`src/rtl/u2a_pkg.sv`:
```
// shared types, constants and helpers for the unsigned to ascii digit converter
// no dependencies
`timescale 1ns / 1ps

package u2a_pkg;

  // width of the value field
  localparam int VALUE_WIDTH = 32;
  localparam int VALUE_BITS_DEFAULT = 32;

  // ascii bases for digit encoding
  localparam logic [6:0] CHAR_ZERO = 7'h30;
  localparam logic [6:0] CHAR_ALPHA_BASE = 7'h37;  // 'A' - 10
  localparam logic [3:0] DEC_RADIX = 4'd10;

  // radix select
  localparam logic MODE_DEC = 1'b0;
  localparam logic MODE_HEX = 1'b1;

  // digit cell operations
  typedef logic [1:0] cell_op_t;
  localparam cell_op_t CELL_HOLD   = 2'd0;
  localparam cell_op_t CELL_LOAD   = 2'd1;
  localparam cell_op_t CELL_DABBLE = 2'd2;
  localparam cell_op_t CELL_SHIFT  = 2'd3;

  typedef struct packed {
    cell_op_t op;
  } cell_ctrl_t;

  function automatic logic [6:0] digit_char(input logic [3:0] d);
    logic [6:0] base;
    base = (d < DEC_RADIX) ? CHAR_ZERO : CHAR_ALPHA_BASE;
    return base + {3'b000, d};
  endfunction

endpackage

```
`src/rtl/u2a_cell.sv`:
```
// one digit cell of the converter chain: holds a 4-bit digit
// depends on u2a_pkg
`timescale 1ns / 1ps

module u2a_cell (
  input  logic               clk,
  input  u2a_pkg::cell_ctrl_t ctrl,
  input  logic [3:0]         load_digit,
  input  logic               carry_in,
  input  logic [3:0]         neighbor_digit,
  output logic               carry_out,
  output logic [3:0]         digit
);

  logic [3:0] adjusted;
  logic [3:0] digit_next;

  // add 3 before the shift when the digit would overflow past nine
  assign adjusted  = (digit >= 4'd5) ? digit + 4'd3 : digit;
  assign carry_out = adjusted[3];

  always_comb begin
    case (ctrl.op)
      u2a_pkg::CELL_LOAD:   digit_next = load_digit;
      u2a_pkg::CELL_DABBLE: digit_next = {adjusted[2:0], carry_in};
      u2a_pkg::CELL_SHIFT:  digit_next = neighbor_digit;
      default:              digit_next = digit;
    endcase
  end

  always_ff @(posedge clk) begin
    digit <= digit_next;
  end

endmodule

```
`src/rtl/unsigned_to_ascii_digits.sv`:
```
// top level of the unsigned to ascii digit converter: control, digit chain, output register
// depends on u2a_pkg and u2a_cell
// sequence: load the word, then a bit-serial shift-and-add pass over min(VALUE_BITS,32) bits in decimal mode
//   (none in hex mode), then scan out the chain one digit cell at a time, held while out_ready is low
// throughput: one word at a time, a new word is taken only once the last has been scanned out
// reset: synchronous, clears the control state and the output valid flag
`timescale 1ns / 1ps

module unsigned_to_ascii_digits #(
  parameter int VALUE_BITS = u2a_pkg::VALUE_BITS_DEFAULT
) (
  input  logic        clk,
  input  logic        rst,
  input  logic        in_valid,
  output logic        in_ready,
  input  logic [u2a_pkg::VALUE_WIDTH-1:0] value,
  input  logic        mode,
  output logic        out_valid,
  input  logic        out_ready,
  output logic [6:0]  character,
  output logic        last
);

  localparam int CONV_BITS = (VALUE_BITS < u2a_pkg::VALUE_WIDTH) ? VALUE_BITS
                                                                  : u2a_pkg::VALUE_WIDTH;
  // decimal digit count of the widest value: floor(bits * log10 2) + 1
  localparam int NCELLS = ((CONV_BITS * 1233) >> 12) + 1;
  localparam int BCNT_W = $clog2(CONV_BITS + 1);
  localparam int RCNT_W = $clog2(NCELLS + 1);

  localparam logic [1:0] ST_IDLE = 2'd0;
  localparam logic [1:0] ST_CONV = 2'd1;
  localparam logic [1:0] ST_EMIT = 2'd2;

  logic [1:0]            state;
  logic [CONV_BITS-1:0]  shreg;
  logic [BCNT_W-1:0]     bit_cnt;
  logic [RCNT_W-1:0]     remaining;
  logic                  started;

  logic [NCELLS*4-1:0]   padded;
  logic [3:0]            digits  [NCELLS];
  logic                  carries [NCELLS];
  u2a_pkg::cell_ctrl_t   cell_ctrl;
  logic                  accept;
  logic                  advance;
  logic                  emit;
  logic [3:0]            top_digit;

  assign in_ready  = (state == ST_IDLE);
  assign accept    = in_valid && in_ready;
  assign padded    = (NCELLS*4)'(value[CONV_BITS-1:0]);
  assign top_digit = digits[NCELLS-1];
  assign advance   = (state == ST_EMIT) && (!out_valid || out_ready);
  // skip leading zeros, but always show the ones digit
  assign emit      = advance && (top_digit != 4'd0 || started || remaining == RCNT_W'(1));

  always_comb begin
    cell_ctrl.op = u2a_pkg::CELL_HOLD;
    if (accept) begin
      cell_ctrl.op = u2a_pkg::CELL_LOAD;
    end else if (state == ST_CONV) begin
      cell_ctrl.op = u2a_pkg::CELL_DABBLE;
    end else if (advance) begin
      cell_ctrl.op = u2a_pkg::CELL_SHIFT;
    end
  end

  for (genvar i = 0; i < NCELLS; i++) begin : g_cell
    logic       cin;
    logic [3:0] nbr;
    logic [3:0] ld;
    if (i == 0) begin : g_first
      assign cin = shreg[CONV_BITS-1];
      assign nbr = 4'd0;
    end else begin : g_rest
      assign cin = carries[i-1];
      assign nbr = digits[i-1];
    end
    // hex digits are the nibbles themselves, decimal starts from zero
    assign ld = (mode == u2a_pkg::MODE_HEX) ? padded[i*4 +: 4] : 4'd0;

    u2a_cell u_cell (
      .clk            (clk),
      .ctrl           (cell_ctrl),
      .load_digit     (ld),
      .carry_in       (cin),
      .neighbor_digit (nbr),
      .carry_out      (carries[i]),
      .digit          (digits[i])
    );
  end

  always_ff @(posedge clk) begin
    if (rst) begin
      state     <= ST_IDLE;
      out_valid <= 1'b0;
    end else begin
      if (emit) begin
        out_valid <= 1'b1;
      end else if (out_ready) begin
        out_valid <= 1'b0;
      end
      case (state)
        ST_IDLE: begin
          if (accept) begin
            state <= (mode == u2a_pkg::MODE_HEX) ? ST_EMIT : ST_CONV;
          end
        end
        ST_CONV: begin
          if (bit_cnt == BCNT_W'(1)) begin
            state <= ST_EMIT;
          end
        end
        ST_EMIT: begin
          if (advance && remaining == RCNT_W'(1)) begin
            state <= ST_IDLE;
          end
        end
        default: state <= ST_IDLE;
      endcase
    end
  end

  always_ff @(posedge clk) begin
    if (accept) begin
      shreg     <= value[CONV_BITS-1:0];
      bit_cnt   <= BCNT_W'(CONV_BITS);
      remaining <= RCNT_W'(NCELLS);
      started   <= 1'b0;
    end else if (state == ST_CONV) begin
      shreg   <= {shreg[CONV_BITS-2:0], 1'b0};
      bit_cnt <= bit_cnt - BCNT_W'(1);
    end else if (advance) begin
      remaining <= remaining - RCNT_W'(1);
      if (emit) begin
        started <= 1'b1;
      end
    end
    if (emit) begin
      character <= u2a_pkg::digit_char(top_digit);
      last      <= (remaining == RCNT_W'(1));
    end
  end

endmodule

```
`config.mk`:
```
export PLATFORM = sky130hd
export DESIGN_NAME = unsigned_to_ascii_digits
export DESIGN_NICKNAME = d
export VERILOG_FILES = /design/src/rtl/u2a_pkg.sv /design/src/rtl/u2a_cell.sv /design/src/rtl/unsigned_to_ascii_digits.sv
export SDC_FILE = /design/constraint.sdc
export NUM_CORES = 1
export LEC_CHECK = 0
export BUFFER_PORTS_ARGS = -buffer_cell sky130_fd_sc_hd__buf_2
export CAP_MARGIN = 20
export CELL_PAD_IN_SITES_DETAIL_PLACEMENT = 0
export CELL_PAD_IN_SITES_GLOBAL_PLACEMENT = 1
export CORE_UTILIZATION = 30
export CTS_BUF_LIST = sky130_fd_sc_hd__clkbuf_8
export CTS_CLUSTER_SIZE = 12
export DETAILED_ROUTE_END_ITERATION = 6
export GPL_TIMING_DRIVEN = 0
export PLACE_DENSITY = 0.59
export SYNTH_ARGS = -nofsm -noshare
export SYNTH_HDL_FRONTEND = slang
export SYNTH_HIERARCHICAL = 1
export SYNTH_SLANG_ARGS = --single-unit
```
`constraint.sdc`:
```
create_clock -name clk -period 4.4 [get_ports clk]
set_input_delay 0 -clock clk [delete_from_list [all_inputs] [get_ports clk]]
set_output_delay 0 -clock clk [all_outputs]
set_load 0.03 [all_outputs]
```
Word-level counts from Yosys, hierarchy flattened
Cells that the tools add are included.
Word-level totals
  flip-flop bits (word level): 94
  input port bits: 37
  output and inout bits: 10
  word-level logic and storage cells: 110
Operators by class
  $add $sub $neg: 13
  $lt $le $gt $ge: 11
  eq/ne operators: 10
  multiplexer cells: 41
  bitwise operators: 1
  reduce and logical (&&, ||, !) cells: 16
Operator list (count)
  4-bit one-hot mux with 3 select lines: 10
  4-bit two-way mux: 17
  32-bit two-way mux: 2
  4-bit by 3-bit greater-or-equal comparator with 1-bit output, second input constant: 10
  4-bit by 2-bit adder with 4-bit output, second input constant: 9
  2-bit two-way mux: 7
  6-bit by 4-bit adder with 7-bit output: 1
  2-bit == test, second input constant: 3
  6-bit by 1-bit == test with 1-bit output, second input constant: 1
  3-bit two-way mux: 2
  2-bit by 1-bit != test with 1-bit output, second input constant: 3
  2-bit one-hot mux with 3 select lines: 1
  3-bit AND reduction: 2
  6-bit by 1-bit subtractor with 6-bit output, second input constant: 1
  2-bit by 1-bit == test with 1-bit output, second input constant: 2
  4-bit by 1-bit == test with 1-bit output, second input constant: 1
  1-bit logical AND: 4
  4-bit less-than comparator, second input constant: 1
  2-bit nonzero test: 2
  4-bit nonzero test: 1
  4-bit by 1-bit subtractor with 4-bit output, second input constant: 1
  3-bit by 2-bit adder with 3-bit output, second input constant: 1
  1-bit logical OR: 3
  3-bit nonzero test: 1
  5 further kinds: 6

Longest topological paths before layout
  depth after elaboration: 8
  gate-level depth with buffers: 8
  depth with buffers taken out: 7

By module
Netlist, hierarchy kept.
By module, submodules not included
  u2a_cell: instances 10, cells an instance 36, area an instance 324.1 um^2, sequential area each 120.1 um^2
  unsigned_to_ascii_digits: instances 1, cells an instance 217, area an instance 2653.8 um^2, sequential area each 1481.4 um^2

Least setup slack after synthesis
OpenSTA, ideal clock, no wires.
  kind: flip-flop to flip-flop
  start: register state[1]
  end: register g_cell[0].u_cell.digit[1] (data pin)
  setup time: 0.259 ns
  arrival: 2.855 ns
  data required time: 4.141 ns
  setup slack: 1.286 ns
  cell stages (with the launch flop): 8
  buffers on the path: 1
  clock period less this slack: 3.114 ns
  cell sequence: dfxtp_1 -> buf_2 -> nor2_1 -> nand2_1 -> nand2_1 -> nand2b_2 -> nor2_1 -> a211o_1
RTL lines
  start, declared: line unsigned_to_ascii_digits.sv:35  | logic [1:0] state;
  start signal, assigned: line unsigned_to_ascii_digits.sv:107  | state <= (mode == u2a_pkg::MODE_HEX) ? ST_EMIT : ST_CONV;
  end signal, assigned: line u2a_cell.sv:32  | digit <= digit_next;
  end, declared: line u2a_cell.sv:12  | output logic [3:0] digit

==> results.json <==
{
  "dpl_cell_area_um2": 6521,
  "gp_congestion": 0.7386,
  "clock_latency_ns": 0.37,
  "rows": 50,
  "fin_area_um2": 7033,
  "finalSetupViolations": 0,
  "startpoint_type": "flip-flop",
  "period_share": 0.5973,
  "grt_max_degree": 37,
  "reg2reg_depth": 8,
  "grt_use_total": 0.1348,
  "dp_cells": 892,
  "max-slew-margin-rel": 0.4038,
  "fin_total_pwr_mw": 2.673,
  "drt-wirelength-per-cell_um": 13.33,
  "max_cap_viol_count": 0,
  "fin_ws_ns": 1.772,
  "drtIter0Drc": 203,
  "hold_path_class": "in2reg",
  "arrival_ns": 2.75,
  "hold_viol": 0,
  "irDropWorstVdd_uv": 157.1,
  "num_antenna_cells": 0,
  "portBuffers": 46,
  "core_area_um2": 18960,
  "synth_area_um2": 5874,
  "ioPinCount": 47,
  "path_cells": "buf_2 > nor2b_1 > nand2_1 > nand2_2 > buf_12 > nand2b_2 > nor2_1 > a211o_1",
  "period_needed_ns": 2.628,
  "hold-path-cell-count": 3,
  "cts_resized": 0,
  "maxSlewViolCount": 0,
  "clkPwrFrac": 0.200,
  "p_int_mw": 1.771,
  "cp-end-kind": "flip-flop",
  "cts_tree": "done",
  "drc": 0,
  "fin_skew_ns": 0.007014,
  "firstDrtPassIters": 4,
  "cts_max_level": 3,
  "num_vias": 4324,
  "finalSetupTns_ns": 0,
  "final_util": 0.3710,
  "worst-slew-pin-transition_ns": 0.8921,
  "grt.overflow.total": 0,
  "die_w_um": 141.9,
  "power_density_nw_per_um2": 380.0,
  "hold-worst-slack_ns": 0.03418,
  "max_stage_delay_ns": 0.59,
  "syn_to_final_growth_pct": 19.72,
  "required_ns": 4.52,
  "cts_buffers": 9,
  "swShare": 0.3375,
  "slowest_stage": "nand2_2",
  "syn_inst": 573,
  "post_synth.cell_area_avg_um2": 10.25,
  "crit_type": "reg2reg",
  "wirelength_um": 12560,
  "ant_nets": 0,
  "cts_max_path_buffers": 2,
  "grt_pass1_wl_um": 21320,
  "clock_sinks": 94,
  "layout-drive-gt1-share": 0.2419,
  "layout.cells.non_filler": 942,
  "antenna_found_initial": 0,
  "fmaxAchievable_mhz": 380.5,
  "rsz0062_at_grt": "no",
  "final_nets": 741,
  "outcome": "completed",
  "post-place-ws_ns": 1.767,
  "seq_power_share": 0.485,
  "clk_pin_slew_worst_paths_ns": 0.10,
  "switchingPower_uw": 902.2,
  "crit_fanout": 36,
  "grt_pass1_vias": 4405,
  "die-area_um2": 20150,
  "root_buffer": "clkbuf_8",
  "pwr-share-comb": 0.315,
  "yosysWarnings": 6,
  "leakage_nw": 2.763,
  "dp_hpwl_um": 9135,
  "initial_core_util": 0.3099,
  "via_per_inst": 4.590,
  "die_height_um": 141.9
}
-- state kept, by name (all words and copies together) (netlist names) --
name and count:
g_cell.u_cell/digit 40, character 7, state 2, started 1, last 1, out_valid 1, bit_cnt 6, remaining 4
shreg 32
-- cells in the final DEF (no fill, tap or decap), drive strengths merged, types with 3 or more instances in the layout --
cell type / count
nor3: 13
and2: 33
a21oi: 39
inv: 41
or4: 4
ha: 27
dlygate4sd3: 34
mux2: 51
buf: 63
clkbuf: 15
clkinv: 3
or2: 10
mux2i: 12
nand3: 13
o31ai: 4
dfxtp: 14
nand2b: 32
nor2: 27
nand2: 48
conb: 12
o21ai: 62
nor2b: 3
a21o: 3
nor3b: 12
a211o: 10
edfxtp: 80
-- what timing repair did --
| action | 4_1_cts | 5_1_grt |
|---|---|---|
| hold buffers | 34 | 0 |
| endpoints found under the hold margin | 36 | 0 |
| buffers inserted | 0 | 0 |
-- area by class of cell --
cell class	instances	area (µm²)
Clock inverter	7	47.55
Clock buffer	9	123.9
Multi-Input combinational cell	431	2970
Fill cell	1920	11920
Inverter	38	142.6
Buffer	21	122.6
Tap cell	260	325.3
Timing Repair Buffer	82	618.1
Sequential cell	94	2683
-- critical path, delay by kind of cell, from the launching register on --
kind | cells | cell delay, ns
buffers and inverters | 2 | 0.48
AND/OR/NAND/NOR | 5 | 1.29
flip-flops | 1 | 0.32
AO/OA/AOI/OAI | 1 | 0.29
-- routing by layer --
layer | share of wire | track usage
met2 | 0.47 | 0.2258
met1 | 0.50 | 0.1752
met5 | 0 | 0
met4 | 0.017 | 0.05490
met3 | 0.020 | 0.01817
-- power by group through the flow --
stage	logic (mW)	clock network, mW	registers, mW
after floorplan	0.628	0	1.29
after global placement	0.794	0	1.31
after detailed placement	0.826	0	1.32
after CTS	0.853	0.566	1.30
after global routing	0.965	0.595	1.32
final	0.842	0.535	1.30
-- worst paths after layout --
path                                 start                        end  slack, ns
worst min-delay path             out_ready                  out_valid       0.03
worst max-delay path              state[1]  g_cell[2].u_cell/digit[1]       1.77
worst min register to register  bit_cnt[5]                 bit_cnt[5]       0.46
worst max register to register    state[1]  g_cell[2].u_cell/digit[1]       1.77
Power figures use the tool's default switching activity.
